$ cat src/mrfr_pkg.sv
// shared types and constants of the motor reply frame receiver
package mrfr_pkg;

	localparam logic [7:0] HDR_BYTE = 8'h7A;
	localparam logic [7:0] TRL_BYTE = 8'h7B;
	localparam logic [7:0] ADDR_M1 = 8'h01;
	localparam logic [7:0] ADDR_M2 = 8'h02;
	localparam logic [7:0] KIND_SPEED = 8'h00;
	localparam logic [7:0] KIND_POS = 8'h01;

	localparam logic [3:0] POS_HDR = 4'd0;
	localparam logic [3:0] POS_ADDR = 4'd1;
	localparam logic [3:0] POS_KIND = 4'd2;
	localparam logic [3:0] POS_VAL_FIRST = 4'd3;
	localparam logic [3:0] POS_VAL_LAST = 4'd6;
	localparam logic [3:0] POS_CHK = 4'd7;
	localparam logic [3:0] POS_TRL = 4'd8;

	localparam logic [31:0] DIV10_RECIP = 32'hCCCC_CCCD;
	localparam int DIV10_SHIFT = 35;
	localparam int QUOT_W = 64 - DIV10_SHIFT;
	localparam logic [31:0] POS_LIMIT = 32'd214748364;

	typedef struct packed {
		logic motor_select;
		logic report_type;
		logic neg;
		logic [31:0] mag;
		logic [31:0] raw;
	} cand_t;

	typedef struct packed {
		logic motor_select;
		logic report_type;
		logic neg;
		logic [QUOT_W-1:0] quot;
		logic [31:0] raw;
	} scaled_t;

endpackage

$ cat src/mrfr_framer.sv
// byte framer: header hunt, field capture, trailer and xor check
module mrfr_framer (
	input  logic clk,
	input  logic arst_n,
	input  logic valid_s1,
	input  logic [7:0] byte_s1,
	output logic take,
	input  logic cand_ready,
	output logic cand_valid_s2,
	output mrfr_pkg::cand_t cand_s2
);

	logic [3:0] pos_q;
	logic [7:0] xor_q;
	logic [7:0] addr_q;
	logic [7:0] kind_q;
	logic [7:0] chk_q;
	logic [31:0] value_q;
	logic en2;
	logic addr_ok;
	logic kind_ok;
	logic frame_ok;
	logic val_neg;
	logic [31:0] val_mag;

	assign en2 = !cand_valid_s2 || cand_ready;
	assign take = valid_s1 && en2;

	assign addr_ok = addr_q inside {mrfr_pkg::ADDR_M1, mrfr_pkg::ADDR_M2};
	assign kind_ok = kind_q inside {mrfr_pkg::KIND_SPEED, mrfr_pkg::KIND_POS};
	assign frame_ok = (pos_q == mrfr_pkg::POS_TRL) && (byte_s1 == mrfr_pkg::TRL_BYTE)
		&& (xor_q == chk_q) && addr_ok && kind_ok;
	assign val_neg = value_q[31];
	assign val_mag = val_neg ? (~value_q + 32'd1) : value_q;

	always_ff @(posedge clk or negedge arst_n) begin
		if (!arst_n) begin
			pos_q <= mrfr_pkg::POS_HDR;
			cand_valid_s2 <= 1'b0;
		end else begin
			if (en2) begin
				cand_valid_s2 <= take && frame_ok;
			end
			if (take) begin
				if (pos_q == mrfr_pkg::POS_HDR) begin
					if (byte_s1 == mrfr_pkg::HDR_BYTE) begin
						pos_q <= mrfr_pkg::POS_ADDR;
					end
				end else if (pos_q == mrfr_pkg::POS_TRL) begin
					pos_q <= mrfr_pkg::POS_HDR;
				end else begin
					pos_q <= pos_q + 4'd1;
				end
			end
		end
	end

	always_ff @(posedge clk) begin
		if (take) begin
			case (pos_q)
				mrfr_pkg::POS_HDR: xor_q <= byte_s1;
				mrfr_pkg::POS_ADDR: begin
					addr_q <= byte_s1;
					xor_q <= xor_q ^ byte_s1;
				end
				mrfr_pkg::POS_KIND: begin
					kind_q <= byte_s1;
					xor_q <= xor_q ^ byte_s1;
				end
				mrfr_pkg::POS_CHK: chk_q <= byte_s1;
				default: begin
					if (pos_q inside {[mrfr_pkg::POS_VAL_FIRST:mrfr_pkg::POS_VAL_LAST]}) begin
						value_q <= {value_q[23:0], byte_s1};
						xor_q <= xor_q ^ byte_s1;
					end
				end
			endcase
		end
		if (en2) begin
			cand_s2.motor_select <= (addr_q == mrfr_pkg::ADDR_M2);
			cand_s2.report_type <= (kind_q == mrfr_pkg::KIND_POS);
			cand_s2.neg <= val_neg;
			cand_s2.mag <= val_mag;
			cand_s2.raw <= value_q;
		end
	end

	a_pos_range: assert property (@(posedge clk) disable iff (!arst_n)
		pos_q <= mrfr_pkg::POS_TRL)
		else $error("frame position out of range");

	a_cand_from_trailer: assert property (@(posedge clk) disable iff (!arst_n)
		$rose(cand_valid_s2) |-> $past(pos_q == mrfr_pkg::POS_TRL && take))
		else $error("frame candidate without trailer byte");

endmodule

$ cat src/mrfr_scaler.sv
// value stage: divide by ten through a reciprocal multiply, output register
module mrfr_scaler (
	input  logic clk,
	input  logic arst_n,
	input  logic cand_valid_s2,
	input  mrfr_pkg::cand_t cand_s2,
	output logic cand_ready,
	output logic report_valid,
	input  logic report_stall,
	output logic motor_select,
	output logic report_type,
	output logic signed [31:0] report_value
);

	logic valid_s3;
	mrfr_pkg::scaled_t scaled_s3;
	logic en_out;
	logic [63:0] prod;
	logic [31:0] quot_ext;
	logic [31:0] pos_val;

	assign en_out = !report_valid || !report_stall;
	assign cand_ready = !valid_s3 || en_out;
	assign prod = 64'(cand_s2.mag) * 64'(mrfr_pkg::DIV10_RECIP);
	assign quot_ext = 32'(scaled_s3.quot);
	assign pos_val = scaled_s3.neg ? (~quot_ext + 32'd1) : quot_ext;

	always_ff @(posedge clk or negedge arst_n) begin
		if (!arst_n) begin
			valid_s3 <= 1'b0;
			report_valid <= 1'b0;
		end else begin
			if (cand_ready) begin
				valid_s3 <= cand_valid_s2;
			end
			if (en_out) begin
				report_valid <= valid_s3;
			end
		end
	end

	always_ff @(posedge clk) begin
		if (cand_ready) begin
			scaled_s3.motor_select <= cand_s2.motor_select;
			scaled_s3.report_type <= cand_s2.report_type;
			scaled_s3.neg <= cand_s2.neg;
			scaled_s3.quot <= prod[63:mrfr_pkg::DIV10_SHIFT];
			scaled_s3.raw <= cand_s2.raw;
		end
		if (en_out && valid_s3) begin
			motor_select <= scaled_s3.motor_select;
			report_type <= scaled_s3.report_type;
			report_value <= scaled_s3.report_type ? signed'(pos_val) : signed'(scaled_s3.raw);
		end
	end

	a_pos_bounded: assert property (@(posedge clk) disable iff (!arst_n)
		report_valid && report_type |->
		(report_value <= signed'(mrfr_pkg::POS_LIMIT))
		&& (report_value >= -signed'(mrfr_pkg::POS_LIMIT)))
		else $error("position report outside divided range");

	a_s3_held: assert property (@(posedge clk) disable iff (!arst_n)
		valid_s3 && !en_out |=> valid_s3)
		else $error("stalled value stage lost its item");

endmodule

$ cat src/motor_reply_frame_receiver_top.sv
// top level of the motor reply frame receiver
// Usage:
//   rx channel: one received serial byte per item (rx_byte), taken at a
//   rising edge with rx_valid high and rx_stall low. Bytes are dropped until
//   a 0x7A header; the header and the eight bytes after it form a frame.
//   report channel: one item per good frame (trailer 0x7B, xor check byte
//   matches, address 1 or 2, type 0 or 1), taken when report_valid is high
//   and report_stall low. motor_select picks the motor, report_type picks
//   speed (raw) or position (value divided by ten toward zero).
// Pipeline: the trailer byte passes the input register, the framer, the
//   reciprocal multiply and the output register before report_valid rises.
// Throughput: one byte per cycle while rx_stall is low; the framer and the
//   multiply stage each handle one byte or one frame a cycle unless stalled.
// Reset: arst_n clears all valid flags and the frame position, so the block
//   waits for a header; no clearing pass.
// Stall: a report held by report_stall backs up through the value stages;
//   bytes stop once the framer holds a candidate that the value stage cannot
//   take, and rx_stall then rises while a byte waits in the input register.
module motor_reply_frame_receiver_top (
	input  logic clk,
	input  logic arst_n,
	input  logic rx_valid,
	output logic rx_stall,
	input  logic [7:0] rx_byte,
	output logic report_valid,
	input  logic report_stall,
	output logic motor_select,
	output logic report_type,
	output logic signed [31:0] report_value
);

	logic valid_s1;
	logic [7:0] byte_s1;
	logic take;
	logic cand_ready;
	logic cand_valid_s2;
	mrfr_pkg::cand_t cand_s2;

	assign rx_stall = valid_s1 && !take;

	always_ff @(posedge clk or negedge arst_n) begin
		if (!arst_n) begin
			valid_s1 <= 1'b0;
		end else if (!rx_stall) begin
			valid_s1 <= rx_valid;
		end
	end

	always_ff @(posedge clk) begin
		if (!rx_stall && rx_valid) begin
			byte_s1 <= rx_byte;
		end
	end

	mrfr_framer u_framer (
		.clk(clk),
		.arst_n(arst_n),
		.valid_s1(valid_s1),
		.byte_s1(byte_s1),
		.take(take),
		.cand_ready(cand_ready),
		.cand_valid_s2(cand_valid_s2),
		.cand_s2(cand_s2)
	);

	mrfr_scaler u_scaler (
		.clk(clk),
		.arst_n(arst_n),
		.cand_valid_s2(cand_valid_s2),
		.cand_s2(cand_s2),
		.cand_ready(cand_ready),
		.report_valid(report_valid),
		.report_stall(report_stall),
		.motor_select(motor_select),
		.report_type(report_type),
		.report_value(report_value)
	);

	a_stall_needs_item: assert property (@(posedge clk) disable iff (!arst_n)
		rx_stall |-> valid_s1 && cand_valid_s2)
		else $error("input stalled with no work pending");

endmodule
$ cat config.mk
export PLATFORM = sky130hd
export DESIGN_NAME = motor_reply_frame_receiver_top
export DESIGN_NICKNAME = d
export VERILOG_FILES = /design/src/mrfr_pkg.sv /design/src/mrfr_framer.sv /design/src/mrfr_scaler.sv /design/src/motor_reply_frame_receiver_top.sv
export SDC_FILE = /design/constraint.sdc
export NUM_CORES = 1
export LEC_CHECK = 0
export BUFFER_PORTS_ARGS = -buffer_cell sky130_fd_sc_hd__buf_2
export CAP_MARGIN = 20
export CORE_MARGIN = 3
export CORE_UTILIZATION = 25
export CTS_BUF_LIST = sky130_fd_sc_hd__clkbuf_4 sky130_fd_sc_hd__clkbuf_8
export CTS_CLUSTER_DIAMETER = 60
export CTS_CLUSTER_SIZE = 24
export DETAILED_ROUTE_END_ITERATION = 12
export SYNTH_ARGS = -nofsm -noshare
export SYNTH_HDL_FRONTEND = slang
export SYNTH_SLANG_ARGS = --single-unit
$ cat constraint.sdc
create_clock -name clk -period 8.42 [get_ports clk]
set_clock_uncertainty 0.15 [all_clocks]
set_input_delay 0.421 -clock clk [delete_from_list [all_inputs] [get_ports clk]]
set_output_delay 0.421 -clock clk [all_outputs]
set_load 0.01 [all_outputs]
## Word-level counts from Yosys, hierarchy flattened

Cells that the tools add are included.

| word-level totals | value |
|---|---|
| word-level logic and storage cells | 87 |
| bits of input ports | 12 |
| flip-flop bits (word level) | 245 |

| cells by class | value |
|---|---|
| multiplexer cells | 8 |
| equal/unequal tests | 11 |
| bitwise gates (word level) | 5 |
| add/sub/neg operators | 3 |
| order comparisons | 2 |
| reductions and logical operators | 32 |
| $mul | 1 |

Operators by type and width:

| operator | count |
|---|---|
| 32-bit by 1-bit adder with 32-bit output (second input constant) | 2 |
| 32-bit by 32-bit multiplier with 64-bit output (second input constant) | 1 |
| 32-bit two-way mux | 2 |
| 29-bit NOT with 32-bit output | 1 |
| 32-bit NOT | 1 |
| 31-bit two-way mux | 1 |
| 8-bit case mux with 3 select lines | 1 |
| 8-bit by 1-bit equality test with 1-bit output (second input constant) | 2 |
| 8-bit by 7-bit equality test with 1-bit output (second input constant) | 2 |
| 4-bit two-way mux | 3 |
| 1-bit logical AND | 10 |
| 8-bit by 2-bit equality test with 1-bit output (second input constant) | 1 |
| 8-bit equality test | 1 |
| 8-bit zero test | 1 |
| 8-bit two-way mux | 1 |
| 2-bit AND reduction | 4 |
| 8-bit XOR | 1 |
| 1-bit zero test | 6 |
| 3-bit AND reduction | 2 |
| 4-bit by 1-bit adder with 4-bit output (second input constant) | 1 |
| 4-bit by 1-bit equality test with 1-bit output (second input constant) | 1 |
| 4-bit by 2-bit equality test with 1-bit output (second input constant) | 1 |
| 4-bit by 3-bit equality test with 1-bit output (second input constant) | 1 |
| 4-bit equality test (second input constant) | 1 |
| other kinds (10) | 14 |

## Logic depth before layout (Yosys ltp)

Gate-level depths: netlist of run 1.

| depth | value |
|---|---|
| depth in word-level cells | 9 |
| mapped depth | 25 |
| depth with buffers taken out | 25 |

## By module

From an unflattened synthesis of run 1, not the netlist that was laid out.

| second synthesis, totals | value |
|---|---|
| cell total of the unflattened synthesis | 2272 |
| area total of the unflattened synthesis | 26265.2 um2 |

By module, submodules not included:

| module | area each (um2) | instances | cells each |
|---|---|---|---|
| mrfr_scaler | 20701.1 | 1 | 1948 |
| mrfr_framer | 5266.3 | 1 | 311 |
| motor_reply_frame_receiver_top | 297.8 | 1 | 13 |

## Worst setup path before layout of run 1

No wires, ideal clock.

| timing path | value |
|---|---|
| path type | reg-to-reg |
| start | register, netlist name u_framer.cand_s2[51] |
| end | register u_scaler.scaled_s3 (netlist bit u_scaler.quot_ext[24]) (data pin) |
| buffers on the path | 1 |
| data required time | 8.004 ns |
| cell stages (with the launch flop) | 26 |
| library setup time | 0.266 ns |
| path slack | 1.273 ns |
| arrival | 6.732 ns |
| path through | edfxtp_1 ha_1 inv_1 fa_1 inv_1 fa_1 inv_1 fa_1 inv_1 fa_1 fa_1 fa_1 inv_1 fa_1 inv_1 ha_1 clkbuf_1 nand4_1 nor3_1 nand2_1 a2111oi_0 nor3_1 o211ai_1 nand2_1 o41ai_1 xnor2_1 |

| on the way | value |
|---|---|
| word-level cells in the longest chain between the ends | 1 |

Ends and longest elaborated chain:

| element | RTL line | source |
|---|---|---|
| 32-bit by 32-bit multiplier with 64-bit output | mrfr_scaler.sv:24 | `assign prod = 64'(cand_s2.mag) * 64'(mrfr_pkg::DIV10_RECIP);` |
| net u_scaler.prod[59] | mrfr_scaler.sv:18 | `logic [63:0] prod;` |
| end, declared | mrfr_scaler.sv:16 | `mrfr_pkg::scaled_t scaled_s3;` |

The timed path passes the listed nets, and every way through them passes these cells.
A chain may end at the register's enable or synchronous reset.

## Final worst setup path of run 1

| timing path | value |
|---|---|
| start | register, netlist name u_framer.cand_s2[41] |
| end | register u_scaler.scaled_s3 (netlist bit u_scaler.quot_ext[24]) (data pin) |

| on the way | value |
|---|---|
| word-level cells in the longest chain between the ends | 1 |

Ends and longest elaborated chain:

| element | RTL line |
|---|---|
| 32-bit by 32-bit multiplier with 64-bit output | mrfr_scaler.sv:24 |
| net u_scaler.prod[59] | mrfr_scaler.sv:18 |

The timed path passes the listed nets, and every way through them passes these cells.

==> results of run 1 <==
[how the worst max path moves through the flow]
| stage | startpoint | to | slack (ns) | cells after the start |
|---|---|---|---|---|
| 2_1_floorplan | u_framer.cand_s2[51]$_DFFE_PP_ | u_scaler.quot_ext[24]$_DFFE_PP_ | 1.27 | 25 |
| 3_5_place_dp | u_framer.cand_s2[42]$_DFFE_PP_ | u_scaler.quot_ext[21]$_DFFE_PP_ | 0.25 | 22 |
| 6_report | u_framer.cand_s2[41]$_DFFE_PP_ | u_scaler.quot_ext[24]$_DFFE_PP_ | 0.38 | 25 |
| 5_1_grt | u_framer.cand_s2[46]$_DFFE_PP_ | u_scaler.quot_ext[24]$_DFFE_PP_ | 0.009 | 25 |
| 3_3_place_gp | u_framer.cand_s2[42]$_DFFE_PP_ | u_scaler.quot_ext[21]$_DFFE_PP_ | 0.27 | 22 |
| 4_1_cts | u_framer.cand_s2[42]$_DFFE_PP_ | u_scaler.quot_ext[21]$_DFFE_PP_ | 0.23 | 22 |
[layout make-up]
type                    instances  area [um^2]  area share
multi-input cells            1437        16600      0.5714
flip-flops and latches        242         7227      0.2488
inverters                     591         2218     0.07638
well taps                    1368         1712     0.05893
repair buffers                 89        595.6     0.02050
clock buffers                  26        357.8     0.01232
clock inverters                18        335.3     0.01154
diodes                          1        2.502  0.00008615
[layout by cell type, fill, tap and decap left out, types with 54 or more instances in the layout]
cell and count:
a21oi_1 89, edfxtp_1 234, fa_1 386, ha_1 348, inv_1 591, nand2_1 89, nor2_1 69, o21ai_0 54
xnor2_1 77, xor2_1 73
[metrics by stage]
| stage | area [um^2] | hold slack (ns) | utilization | cells |
|---|---|---|---|---|
| 3_5_place_dp | 28190 | 0.1398 | 0.2747 | 3713 |
| 5_1_grt | 29040 | 0.2767 | 0.2830 | 3771 |
| 3_3_place_gp | 28190 | 0.1326 | 0.2747 | 3713 |
| 2_1_floorplan | 26100 | -0.02459 | - | 2296 |
| 4_1_cts | 29010 | 0.2694 | 0.2827 | 3770 |
| 6_report | 29050 | 0.2605 | 0.2830 | 3772 |
[sequential cells by signal (all words and copies together) (netlist names), 4 cells and up]
name	count
u_framer.cand_s2	65
u_scaler.scaled_s3	34
u_framer.value_q	32
u_scaler.report_value	32
u_scaler.quot_ext	29
byte_s1	8
u_framer.addr_q	8
u_framer.chk_q	8
u_framer.kind_q	8
u_framer.xor_q	8
u_framer.pos_q	4
[metal layers]
| layer | routed length [um] | share of wire |
|---|---|---|
| met1 | 31490 | 0.44 |
| met2 | 32730 | 0.46 |
| met3 | 4201 | 0.059 |
| met4 | 2832 | 0.040 |
| met5 | 0 | 0 |
[critical path, cell delays in order (launching register included)]
cell and delay (ns):
edfxtp_1 0.57, ha_1 0.61, ha_1 0.35, xor2_1 0.16, ha_1 0.20, a21oi_1 0.23
fa_1 0.49, fa_1 0.54, inv_1 0.04, ha_1 0.31, fa_1 0.54, inv_1 0.06
fa_1 0.63, inv_1 0.06, ha_1 0.38, nand3_1 0.18, a211oi_1 0.25, o41ai_1 0.14
buf_4 0.17, a2111oi_1 0.47, nor3_1 0.09, buf_4 0.18, o211ai_1 0.23, nand2_1 0.19
o41ai_1 0.45, xnor2_1 0.13
[kinds of logic after synthesis]
| logic type | after synthesis | share of synthesized area |
|---|---|---|
| fa+ha+maj | 738 | 0.4648 |
| xor+xnor | 150 | 0.05034 |
| simple gates | 278 | 0.05283 |
| mux | 4 | 0.001678 |
| flops | 242 | 0.2769 |
| compound gates | 267 | 0.06472 |
| buf+inv | 617 | 0.08873 |
[timing repair]
item,in CTS,in global routing
gates resized for setup,0,6
hold buffers,13,0
hold endpoints to repair,18,0
endpoints found under the setup margin,0,9
==> flow_metrics.env, run 1 <==
export IMPL_outcome="finished clean"
export IMPL_cap_violations=0
export IMPL_timing_fmax_mhz=124.4
export IMPL_hp_class="reg -> reg"
export IMPL_clk_pin_slew_worst_paths_ns=0.13
export IMPL_avgSynthCellArea_um2=11.37
export IMPL_crit_type="reg -> reg"
export IMPL_ys_async_sr_fraction=0.03306
export IMPL_synth_edf_count=234
export IMPL_syn_nets=3046
export IMPL_start_util=0.2543
export IMPL_cts_setup_buffers=0
export IMPL_endpoint_kind="flip-flop"
export IMPL_dp_slack_ns=0.2467
export IMPL_first_pass_iters=5
export IMPL_ctsRootBufferMaster="clkbuf_8"
export IMPL_rsz0062_at_grt="false"
export IMPL_postSynthCellCount=2296
export IMPL_die_h_um=329.1
export IMPL_post_drt_wl_per_cell_um=18.89
export IMPL_final_antenna_net_count=0
export IMPL_tns_ns=0
export IMPL_synth_most_common_cell="inv_1"
export IMPL_ys_warn_count=0
export IMPL_synthTopCellsByArea="fa_1 (30%), edfxtp_1 (27%), ha_1 (17%), inv_1 (8.5%), xnor2_1 (2.6%)"
export IMPL_min_from="u_framer.cand_s2[12]$_DFFE_PP_"
export IMPL_rows=117
export IMPL_postRouteWirelength_mm=71.25
export IMPL_ys_ff_latch=242
export IMPL_area_growth_pct=11.28
export IMPL_gp_congestion=0.9418
export IMPL_grt_pass1_wl_mm=107.8
export IMPL_vias=16525
export IMPL_yosysTopAreaCell="fa_1"
export IMPL_antenna_found_initial=0
export IMPL_syn_area_um2=26100
export IMPL_ys_types=56
export IMPL_hold_viol_final=0
export IMPL_fillerInstances=10612
export IMPL_htreeDepth=1
export IMPL_cts_num_sinks=242
export IMPL_drcViolationCount=0
export IMPL_fin_nets=3135
export IMPL_fin_crit_ns=8.041
export IMPL_cts_tree="built"
export IMPL_r2r_slack_ns=0.38
export IMPL_die_x_um=329.1
export IMPL_yosysSeqAreaShare=0.2769
export IMPL_synth_top_cells_by_count="inv_1 (591), fa_1 (386), ha_1 (352)"
export IMPL_worst_slack_ns=0.3788
export IMPL_worstSkewPairLatency_ns=0.63
export IMPL_grt_pass1_vias=17221
export IMPL_slew_headroom=0.3057
export IMPL_arrival_ns=8.26
export IMPL_cts_buffer_depth=3
export IMPL_grt_max_degree=70
export IMPL_busiest_layer="met2"
export IMPL_cp_data_required_time_ns=8.64
export IMPL_period_share=0.9550
export IMPL_rr_worst_depth=25
export IMPL_worst_slew_pin_slew_ns=1.041
export IMPL_use_met3=0.02154
export IMPL_worstHoldEndpoint="u_scaler.scaled_s3[12]$_DFFE_PP_"
export IMPL_whs_path_depth=0
export IMPL_use_met2=0.2103
export IMPL_io_pins=48
export IMPL_path_max_fanout=8
export IMPL_drt_iter0_drc=1238
export IMPL_via_per_inst=4.381
export IMPL_slew_viol_final=0
export IMPL_r2r_end="u_scaler.quot_ext[24]$_DFFE_PP_"
export IMPL_coreArea_um2=102600
export IMPL_setup_viol=0
export IMPL_r2r_start="u_framer.cand_s2[41]$_DFFE_PP_"
export IMPL_port_buffers=47
export IMPL_die_area_um2=108300
export IMPL_numCtsBuffers=24
export IMPL_synth_top_cell_area_share=0.2961
export IMPL_dp_hpwl_mm=61.19
export IMPL_ys_flop_type="edfxtp_1"
export IMPL_drive_gt1_frac=0.05909
export IMPL_grt_use_met1=0.1827
export IMPL_grt_ovfl_total=0
export IMPL_start_kind="flip-flop"
export IMPL_track_usage=0.1321
Power of run 1 is not shown: default switching activity piles up to over one toggle a cycle in this logic, so the estimate is an artifact.
==> inputs of run 2 (changes only) <==
Settings changed: PLACE_DENSITY from default to 0.48.
==> run 2 against run 1 <==
Compared with the run above:
- worst hold slack better by 0.010 ns
- setup slack lost 0.11 ns
- flip-flop and latch count did not move
- highest routed layer unchanged
==> flow_metrics.env, run 2 (synthesized netlist as in run 1, its figures left out) <==
export IMPL_outcome="finished clean"
export IMPL_drt_iter0_drc=975
export IMPL_layout_common_cells="inv_1 (591), fa_1 (386), ha_1 (346), edfxtp_1 (234)"
export IMPL_hp_class="reg -> reg"
export IMPL_die_h_um=329.1
export IMPL_fin_crit_ns=8.149
export IMPL_path_max_fanout=7
export IMPL_endpoint_kind="flip-flop"
export IMPL_hold_viol_final=0
export IMPL_cp_data_required_time_ns=8.64
export IMPL_regArea_um2=7227
export IMPL_cts_num_sinks=242
export IMPL_htreeDepth=1
export IMPL_final_antenna_net_count=0
export IMPL_port_buffers=47
export IMPL_rows=117
export IMPL_drive_gt1_frac=0.06963
export IMPL_top_register="u_framer.cand_s2"
export IMPL_wl_met2_mm=35.96
export IMPL_slew_headroom=0.2726
export IMPL_clk_pin_slew_worst_paths_ns=0.11
export IMPL_area_growth_pct=11.93
export IMPL_postRouteWirelength_mm=76.29
export IMPL_arrival_ns=8.37
export IMPL_cp_top_family="adder cells"
export IMPL_rsz0062_at_grt="false"
export IMPL_timing_fmax_mhz=122.7
export IMPL_gp_congestion=0.8914
export IMPL_coreArea_um2=102600
export IMPL_fillerInstances=10677
export IMPL_numCtsBuffers=26
export IMPL_grt_pass1_wl_mm=114.7
export IMPL_path_buf_inv=7
export IMPL_post_drt_wl_per_cell_um=20.10
export IMPL_top_layer="met4"
export IMPL_via_per_inst=4.343
export IMPL_drcViolationCount=0
export IMPL_grt_ovfl_total=0
export IMPL_period_share=0.9678
export IMPL_cts_tree="built"
export IMPL_antenna_found_initial=1
export IMPL_worst_slew_pin_slew_ns=1.091
export IMPL_start_kind="flip-flop"
export IMPL_top_regs="u_framer.cand_s2 x65, u_scaler.scaled_s3 x34"
export IMPL_layout_commonest_cell="inv_1"
export IMPL_tns_ns=0
export IMPL_grt_max_degree=65
export IMPL_fin_nets=3157
export IMPL_cpMaxStageDelayCell="fa_1"
export IMPL_wl_met1_mm=34.70
export IMPL_largest_reg_flops=65
export IMPL_dp_hpwl_mm=65.66
export IMPL_setup_viol=0
export IMPL_cap_violations=0
export IMPL_grt_pass1_vias=17615
export IMPL_ctsRootBufferMaster="clkbuf_8"
export IMPL_multi_input_area_um2=16600
export IMPL_cts_buffer_depth=3
export IMPL_crit_type="reg -> reg"
export IMPL_wl_met3_mm=3.717
export IMPL_first_pass_iters=5
export IMPL_vias=16486
export IMPL_start_util=0.2543
export IMPL_track_usage=0.1425
export IMPL_cpPeakStageDelay_ns=0.56
export IMPL_io_pins=48
export IMPL_slew_viol_final=0
export IMPL_worstSkewPairLatency_ns=0.63
export IMPL_die_x_um=329.1
export IMPL_die_area_um2=108300
export IMPL_crit_path_frequent_cell="fa_1"
-- run 2: timing repair --
action	4_1_cts	5_1_grt
setup buffers	0	6
setup endpoints to repair	0	13
gates resized for setup	0	10
endpoints found under the hold margin	18	0
hold buffers	12	0
-- run 2: final timing paths --
check | start | endpoint | slack, ns | depth (start not counted)
max in group asynchronous | arst_n | u_framer.pos_q[0]$_DFFE_PN0P_ | 7.22 | 3
worst max-delay path | u_framer.cand_s2[52]$_DFFE_PP_ | u_scaler.quot_ext[24]$_DFFE_PP_ | 0.27 | 25
worst max register to register | u_framer.cand_s2[52]$_DFFE_PP_ | u_scaler.quot_ext[24]$_DFFE_PP_ | 0.27 | 25
worst min register to register | u_framer.cand_s2[23]$_DFFE_PP_ | u_scaler.scaled_s3[23]$_DFFE_PP_ | 0.27 | 0
worst min-delay path | u_framer.cand_s2[23]$_DFFE_PP_ | u_scaler.scaled_s3[23]$_DFFE_PP_ | 0.27 | 0
min in group asynchronous | arst_n | u_framer.pos_q[3]$_DFFE_PN0P_ | 0.61 | 3
-- run 2: stage by stage --
step	instance area, um^2	hold WS [ns]	std cells	worst slack (ns)	utilization
final	29210	0.2707	3796	0.2708	0.2847
after global placement	28310	0.1293	3729	0.2110	0.2759
after global routing	29210	0.2799	3795	0.001095	0.2846
after detailed placement	28310	0.1295	3729	0.1077	0.2759
after floorplan	26100	-0.02459	2296	1.273	-
after CTS	29150	0.2706	3789	0.07042	0.2840
-- run 2: final cells by class --
type,count,area share
multi-input combinational,1437,0.5684
antenna,1,0.00008566
sequential,242,0.2474
tap,1368,0.05859
inverter,591,0.07594
clock inverter,21,0.01191
clock buffer,27,0.01272
timing repair buffer,109,0.02501
-- run 2: layer usage --
layer  GRT usage  vias up
li1            -     7664
met1      0.1989     8372
met2      0.2328      378
met3     0.02251       72
met4     0.03120        0
met5           0        -
-- run 2: worst reg2reg max path: stages (launching register included) --
cell and delay, ns:
edfxtp_1 0.53, ha_1 0.49, inv_1 0.13, fa_1 0.50
inv_1 0.05, fa_1 0.54, inv_1 0.07, fa_1 0.51
inv_1 0.06, fa_1 0.56, fa_1 0.44, fa_1 0.49
inv_1 0.05, fa_1 0.48, inv_1 0.05, ha_1 0.41
nand4_1 0.20, nor3_1 0.33, nand2_1 0.14, a2111oi_1 0.47
nor3_1 0.12, buf_4 0.19, o211ai_1 0.23, nand2_1 0.18
o41ai_1 0.44, xnor2_1 0.11
Power of run 2 is left out for the same reason.
==> inputs of run 3 (changes only) <==
Settings changed: CTS_BUF_LIST sky130_fd_sc_hd__clkbuf_4 sky130_fd_sc_hd__clkbuf_8 to default, SKIP_CTS_REPAIR_TIMING from default to 1.
==> run 3 against run 2 <==
Compared with the run above:
- final cell count stayed put
- register-to-register slack improved by 0.04 ns
- fmax increased by 0.50%
- non-clock buffer count did not move
- final area up 1.0%
- flip-flop and latch count did not move
==> flow_metrics.env, run 3 (synthesized netlist as in run 1, its figures left out) <==
export IMPL_outcome="finished clean"
export IMPL_cap_violations=0
export IMPL_vias=16454
export IMPL_hold_viol_final=0
export IMPL_first_pass_iters=7
export IMPL_final_antenna_net_count=0
export IMPL_start_util=0.2543
export IMPL_endpoint_kind="flip-flop"
export IMPL_post_drt_wl_per_cell_um=20.12
export IMPL_grt_ovfl_total=0
export IMPL_fin_crit_ns=8.109
export IMPL_crit_path_frequent_cell="fa_1"
export IMPL_clk_pin_slew_worst_paths_ns=0.09
export IMPL_layout_commonest_cell="inv_1"
export IMPL_drcViolationCount=0
export IMPL_grt_max_degree=65
export IMPL_top_register="u_framer.cand_s2"
export IMPL_die_h_um=329.1
export IMPL_layout_common_cells="inv_1 (591), fa_1 (386), ha_1 (345), edfxtp_1 (234)"
export IMPL_cts_num_sinks=242
export IMPL_crit_type="reg -> reg"
export IMPL_track_usage=0.1425
export IMPL_postRouteWirelength_mm=76.38
export IMPL_cts_tree="built"
export IMPL_worstSkewPairLatency_ns=0.58
export IMPL_cts_buffer_depth=3
export IMPL_tns_ns=0
export IMPL_ctsRootBufferMaster="clkbuf_16"
export IMPL_start_kind="flip-flop"
export IMPL_port_buffers=47
export IMPL_fillerInstances=10637
export IMPL_io_pins=48
export IMPL_die_area_um2=108300
export IMPL_cp_top_family="adder cells"
export IMPL_path_buf_inv=7
export IMPL_numCtsBuffers=26
export IMPL_grt_pass1_wl_mm=114.7
export IMPL_cp_data_required_time_ns=8.58
export IMPL_rsz0062_at_grt="false"
export IMPL_setup_viol=0
export IMPL_top_regs="u_framer.cand_s2 x65, u_scaler.scaled_s3 x34"
export IMPL_rows=117
export IMPL_cpPeakStageDelay_ns=0.59
export IMPL_dp_hpwl_mm=65.66
export IMPL_drive_gt1_frac=0.07046
export IMPL_htreeDepth=1
export IMPL_area_growth_pct=13.09
export IMPL_path_max_fanout=7
export IMPL_timing_fmax_mhz=123.3
export IMPL_gp_congestion=0.8914
export IMPL_slew_headroom=0.2535
export IMPL_hp_class="in -> async"
export IMPL_worst_slew_pin_slew_ns=1.120
export IMPL_cpMaxStageDelayCell="edfxtp_1"
export IMPL_via_per_inst=4.335
export IMPL_grt_pass1_vias=17570
export IMPL_antenna_found_initial=1
export IMPL_slew_viol_final=0
export IMPL_largest_reg_flops=65
export IMPL_die_x_um=329.1
export IMPL_drt_iter0_drc=938
export IMPL_arrival_ns=8.26
export IMPL_fin_nets=3157
export IMPL_coreArea_um2=102600
export IMPL_period_share=0.9630
-- run 3: layer usage --
metal | GRT usage | wire (um) | vias to the layer above
li1 | - | - | 7666
met1 | 0.1990 | 34590 | 8314
met2 | 0.2324 | 35930 | 392
met3 | 0.02233 | 3865 | 82
met4 | 0.03294 | 1994 | 0
met5 | 0 | 0 | -
-- run 3: worst paths after layout --
path | from | end | slack [ns] | depth (start not counted)
worst max-delay path | u_framer.cand_s2[51]$_DFFE_PP_ | u_scaler.quot_ext[24]$_DFFE_PP_ | 0.31 | 25
worst min-delay path | arst_n | u_framer.pos_q[3]$_DFFE_PN0P_ | 0.06 | 2
worst max register to register | u_framer.cand_s2[51]$_DFFE_PP_ | u_scaler.quot_ext[24]$_DFFE_PP_ | 0.31 | 25
worst min register to register | u_framer.cand_s2[23]$_DFFE_PP_ | u_scaler.scaled_s3[23]$_DFFE_PP_ | 0.27 | 0
max in group asynchronous | arst_n | valid_s1$_DFFE_PN0N_ | 7.87 | 2
min in group clk | u_framer.cand_s2[23]$_DFFE_PP_ | u_scaler.scaled_s3[23]$_DFFE_PP_ | 0.27 | 0
-- run 3: layout make-up --
| type | instances | area [um^2] | area share |
|---|---|---|---|
| Multi-Input combinational cell | 1437 | 16610 | 0.5626 |
| Clock inverter | 21 | 347.8 | 0.01178 |
| Clock buffer | 27 | 675.6 | 0.02289 |
| Inverter | 591 | 2218 | 0.07516 |
| Antenna cell | 1 | 2.502 | 0.00008478 |
| Timing Repair Buffer | 109 | 728.2 | 0.02467 |
| Sequential cell | 242 | 7227 | 0.2448 |
| Tap cell | 1368 | 1712 | 0.05799 |
-- run 3: through the flow --
step                area [um^2]  instances    util  worst slack (ns)  hold slack, ns
global route              29510       3795  0.2876         0.0003784         0.07872
detailed placement        28310       3729  0.2759            0.1077          0.1295
finish                    29520       3796  0.2876            0.3113         0.06352
floorplan                 26100       2296       -             1.273        -0.02459
global placement          28310       3729  0.2759            0.2110          0.1293
CTS                       29330       3777  0.2858           0.06813         -0.5064
Power of run 3 is left out for the same reason.
